## src/rtl/core/aofs_pkg.sv

```systemverilog
// Package with the sizes, codes, types and helper functions of the arena operand unit.
`timescale 1ns / 1ps

package aofs_pkg;

  // Arena and register file geometry.
  localparam int ARENA_BYTES    = 4096;
  localparam int ADDR_W         = $clog2(ARENA_BYTES);
  localparam int INDEX_MODULUS  = 512;
  localparam int IDX_W          = $clog2(INDEX_MODULUS);
  localparam int INDIRECT_BYTES = 2;
  localparam int WORD_BYTES     = 4;
  localparam int REGISTER_COUNT = 16;
  localparam int REG_IDX_W      = (REGISTER_COUNT > 1) ? $clog2(REGISTER_COUNT) : 1;

  // Fixed field widths of the request and response.
  localparam int FUNC_W  = 2;
  localparam int POS_W   = 12;
  localparam int KIND_W  = 2;
  localparam int SIZE_W  = 3;
  localparam int DATA_W  = 32;
  localparam int RIDX_W  = 5;
  localparam int BYTE_W  = 8;

  // Function codes.
  localparam logic [FUNC_W-1:0] FUNC_STORE = 2'd0;
  localparam logic [FUNC_W-1:0] FUNC_FETCH = 2'd1;
  localparam logic [FUNC_W-1:0] FUNC_LOAD  = 2'd2;
  localparam logic [FUNC_W-1:0] FUNC_NOP   = 2'd3;

  // Argument kinds.
  localparam logic [KIND_W-1:0] KIND_NONE     = 2'd0;
  localparam logic [KIND_W-1:0] KIND_REGISTER = 2'd1;
  localparam logic [KIND_W-1:0] KIND_DIRECT   = 2'd2;
  localparam logic [KIND_W-1:0] KIND_INDIRECT = 2'd3;

  // One response item.
  typedef struct packed {
    logic signed [DATA_W-1:0] operand;
    logic [SIZE_W-1:0]        advance;
    logic                     bad_register;
  } result_t;

  // Reduce a signed address offset to an arena address by wrapping.
  function automatic logic [ADDR_W-1:0] wrap_addr(input logic signed [16:0] v);
    logic signed [31:0] w;
    w = 32'(v);
    return w[ADDR_W-1:0];
  endfunction

  // Sign extend a big-endian value of n bytes held in the low bytes.
  function automatic logic [DATA_W-1:0] sext_be(input logic [DATA_W-1:0] v,
                                                input logic [SIZE_W-1:0] n);
    logic [DATA_W-1:0] r;
    unique case (n)
      3'd1:    r = {{24{v[7]}}, v[7:0]};
      3'd2:    r = {{16{v[15]}}, v[15:0]};
      3'd3:    r = {{8{v[23]}}, v[23:0]};
      default: r = v;
    endcase
    return r;
  endfunction

  // Turn the 16-bit indirect offset into an arena displacement; unless long
  // mode is set, the offset is cut to a truncating remainder by the modulus.
  function automatic logic [ADDR_W-1:0] indirect_disp(input logic [15:0] raw,
                                                      input logic long_mode);
    logic signed [16:0] s;
    logic signed [16:0] mag;
    logic signed [16:0] r;
    s   = {raw[15], raw};
    mag = raw[15] ? -s : s;
    r   = {{(17 - IDX_W){1'b0}}, mag[IDX_W-1:0]};
    if (raw[15]) begin
      r = -r;
    end
    if (long_mode) begin
      r = s;
    end
    return wrap_addr(r);
  endfunction

endpackage

```

## src/rtl/core/aofs_alu.sv

```systemverilog
// Shared address unit: wrapping arena address adder and byte count compare.
`timescale 1ns / 1ps

module aofs_alu (
  input  logic [aofs_pkg::ADDR_W-1:0] base_i,
  input  logic [aofs_pkg::ADDR_W-1:0] step_i,
  input  logic [aofs_pkg::SIZE_W-1:0] count_i,
  input  logic [aofs_pkg::SIZE_W-1:0] limit_i,
  output logic [aofs_pkg::ADDR_W-1:0] sum_o,
  output logic                        last_o
);
  import aofs_pkg::*;

  // The sum wraps at the arena size, which is a power of two.
  assign sum_o  = base_i + step_i;
  assign last_o = (count_i == limit_i);

endmodule

```

## config.mk

```make
export PLATFORM = sky130hd
export DESIGN_NAME = aofs_alu
export DESIGN_NICKNAME = d
export VERILOG_FILES = /design/src/rtl/core/aofs_pkg.sv /design/src/rtl/core/aofs_alu.sv
export SDC_FILE = /design/constraint.sdc
export NUM_CORES = 1
export LEC_CHECK = 0
export ABC_CLOCK_PERIOD_IN_PS = 2490
export BUFFER_PORTS_ARGS = -buffer_cell sky130_fd_sc_hd__buf_2
export CAP_MARGIN = 20
export CORE_UTILIZATION = 23
export DETAILED_ROUTE_END_ITERATION = 10
export PLACE_DENSITY = 0.51
export SLEW_MARGIN = 30
export SYNTH_ARGS = -nofsm -noshare
export SYNTH_HDL_FRONTEND = slang
export SYNTH_SLANG_ARGS = --single-unit
```

## constraint.sdc

```tcl
create_clock -name vclk -period 2.49
set_clock_uncertainty 0.05 [all_clocks]
set_input_delay 0.498 -clock vclk [all_inputs]
set_output_delay 0.498 -clock vclk [all_outputs]
set_load 0.01 [all_outputs]
```

=== Word-level counts from Yosys, hierarchy flattened ===
Cells that the tools add are included.

* Register bits after elaboration: 0
* Input bits: 30
* Output and inout bits: 13
* Word-level logic and storage cells: 2

* Eq/ne operators: 1
* Add/sub/neg operators: 1

{| class="wikitable"
|+ Operators by type and width
! operator !! number
|-
| 12-bit adder || 1
|-
| 3-bit equality test || 1
|}

=== Longest topological paths before layout ===
* Depth after elaboration: 1
* Depth in mapped cells: 7

=== Least setup slack after synthesis ===
OpenSTA, ideal clock, no wires.

* Kind: input port to output port
* From: in base_i[0] (netlist bit)
* To: out sum_o[8] (netlist bit)
* Arrival: 2.208 ns
* Setup slack: -0.266 ns
* Required time: 1.942 ns
* Stages: 7
* Path through: ha_1 fa_1 a211oi_1 nor2_1 o21a_1 o41a_1 xor2_1

* Cells in the longest elaborated chain, start to end: 1

{| class="wikitable"
|+ RTL lines
! element !! RTL line !! text
|-
| from (decl) || aofs_alu.sv:5 || <nowiki>input logic [aofs_pkg::ADDR_W-1:0] base_i,</nowiki>
|-
| 12-bit adder || aofs_alu.sv:15 || <nowiki>assign sum_o = base_i + step_i;</nowiki>
|-
| to (decl) || aofs_alu.sv:9 || <nowiki>output logic [aofs_pkg::ADDR_W-1:0] sum_o,</nowiki>
|}

No other way between the ends.

=== Worst setup path in the final report ===
Ends and elaborated chain as after synthesis.

==> impl_metrics.tcl <==
set metrics [dict create \
    synthCells 63 \
    die_h_um 50.2 \
    end_kind "output pin" \
    final-hold-violation-count 0 \
    p_per_area_nw_per_um2 276 \
    drive_gt1_share_pct 62.2 \
    port_buffers 43 \
    synth_top_family_by_area "compound AO/OA/AOI/OAI gates" \
    drt_wl_total_um 1510 \
    grt_pass1_vias 610 \
    cp_slowest_stage_delay_ns 0.34 \
    stdcell_area_um2 1030 \
    status "finished with violations" \
    final_common_cell "buf_2" \
    ir_drop_v 0.000131 \
    wl_per_cell_um 10.3 \
    min_path_type "primary input to output pin" \
    fin_tns_setup_ns -0.543 \
    synth_warnings 0 \
    ys_seq_area_share_pct 0 \
    antenna_found_initial 0 \
    n_fill_cell 234 \
    fin_crit_sh_pct 111 \
    netlist_area_um2 534 \
    gr-total-overflow 0 \
    fmax_ghz 0.361 \
    register_area_um2 0 \
    cp.arrival_ns 2.22 \
    whs_path_depth 3 \
    setup.worst_path.class "primary input to output pin" \
    cp_top_family "compound AO/OA/AOI/OAI gates" \
    worst_ep_required_time_ns 1.94 \
    post-place-ws_ns -0.351 \
    final_core_util_pct 46.9 \
    crit_slowest_cell "fa_2" \
    synth-simple-area-share_pct 17.1 \
    synth.area.mux_share_pct 0 \
    cp_max_fo 2 \
    power.leakage_nw 0.483 \
    hpwl_um 1210 \
    synth_compound_area_share_pct 32.1 \
    min_to "sum_o[0]" \
    place.gp.congestion 0.760 \
    grt_pass1_wl_um 2470 \
    initial_core_util_pct 24.4 \
    maxCapViolCount 0 \
    fp.dieW_um 50.2 \
    die-area_um2 2520 \
    yosys.area_share.adder_pct 29.5 \
    relSlewSlack_pct 80.3 \
    synth_xor_area_share_pct 21.3 \
    rsz0062_at_grt "true" \
    synthDistinctLibCells 23 \
    n_antenna_cell 0 \
    stdcell_count 147 \
    finalSetupViolCount 6 \
    drc 0 \
    hold_buffers 0 \
    routed-via-count 678 \
    synth_top_area_share_pct 25.8 \
    avgSynthCellArea_um2 8.48 \
    postRouteAntennaNets 0 \
    hp-start "step_i[0]" \
    synth_nets 105 \
    dpl-instance-area_um2 882 \
    slew_violations 0 \
    grt_max_degree 7 \
    p_total_uw 284 \
    drtIter0Drc 2 \
    grt_use_total_pct 12.1 \
    min_period_ns 2.77 \
    violations "setup timing" \
    hold_ws_ns 1.25 \
    worst_pin_slew_ns 0.295 \
    final_nets 163 \
    crit_chain "buf_6, ha_4, fa_2, a211oi_2, nor2_1, o21a_1, o41a_1, xor2_2, buf_2" \
    rows 17 \
    startpoint_type "primary input" \
    drtPass1Iterations 2 \
    layout_common_cells "buf_2 (37), buf_4 (13)" \
    netlist.top_cell.by_area "ha_1" \
    clockBufferCount 0 \
    pin_count 43 \
    coreArea_um2 2190 \
    synthTopCellsByArea "ha_1 (26%), xor2_1 (11%), xnor2_1 (9.8%)" \
    placed_cells 145 \
    cp.buffers_inverters 2 \
    synthToLayoutAreaGrowth_pct 92.3 \
    timing.final.ws_setup_ns -0.282 \
    avgViaCountPerCell 4.61 \
    seq_cells 0 \
]
==> routing by layer <==
layer	vias up	track usage (%)	share of wire, %
met5	-	0	0
met4	0	0	0
met3	0	0.303	4.1
met2	24	26.0	55
met1	303	13.3	41
li1	351	-	-
==> how the worst max path moves through the flow <==
| stage | startpoint | endpoint | slack [ns] | cells past startpoint |
|---|---|---|---|---|
| 6_report | base_i[0] | sum_o[8] | -0.28 | 9 |
| 3_5_place_dp | base_i[0] | sum_o[8] | -0.35 | 9 |
| 2_1_floorplan | base_i[0] | sum_o[8] | -0.10 | 7 |
| 5_1_grt | base_i[0] | sum_o[8] | -0.37 | 9 |
| 4_1_cts | base_i[0] | sum_o[8] | -0.28 | 9 |
| 3_3_place_gp | base_i[0] | sum_o[8] | -0.34 | 9 |
==> tightest hold or removal path, cell delays in order <==
cell and delay, ns:
buf_6 0.08, ha_4 0.11, buf_2 0.11
==> where the power goes <==
group | internal [mW] | leakage [nW] | total, mW | switching (mW)
combinational | 0.154 | 0.483 | 0.284 | 0.129
clock | 0 | 0 | 0 | 0
sequential | 0 | 0 | 0 | 0
==> what timing repair did <==
action                                  in CTS  in global routing
pin swaps                                    7                  9
endpoints found under the setup margin       6                  7
buffers inserted                             3                  1
gates resized for setup                     11                  8
==> cell families after synthesis <==
family                     count (synthesis)
AOI/OAI and AO/OA                         21
xor gates and xnor gates                  13
adders and majority gates                 12
and+or+nand+nor                           17
==> area by class of cell <==
class / instances / area, um^2 / area share, %
multi-input cells: 63 / 642 / 62.5
well taps: 28 / 35.0 / 3.41
repair buffers: 56 / 350 / 34.1
==> synth_stat cells <==
library cell / instances
and3_1: 1
a211oi_1: 2
nand2_1: 1
o21a_1: 2
and2_1: 3
and3_4: 1
nand4_1: 1
a41oi_2: 1
o41a_1: 1
a2111oi_4: 1
a21boi_1: 1
a21oi_2: 1
xor2_1: 7
a21o_1: 3
nand3b_1: 1
a21oi_1: 6
xnor2_1: 6
o21ai_0: 2
nor2_1: 6
ha_1: 11
nor3_1: 3
o211ai_1: 1
fa_1: 1
Power figures use the tool's default switching activity.
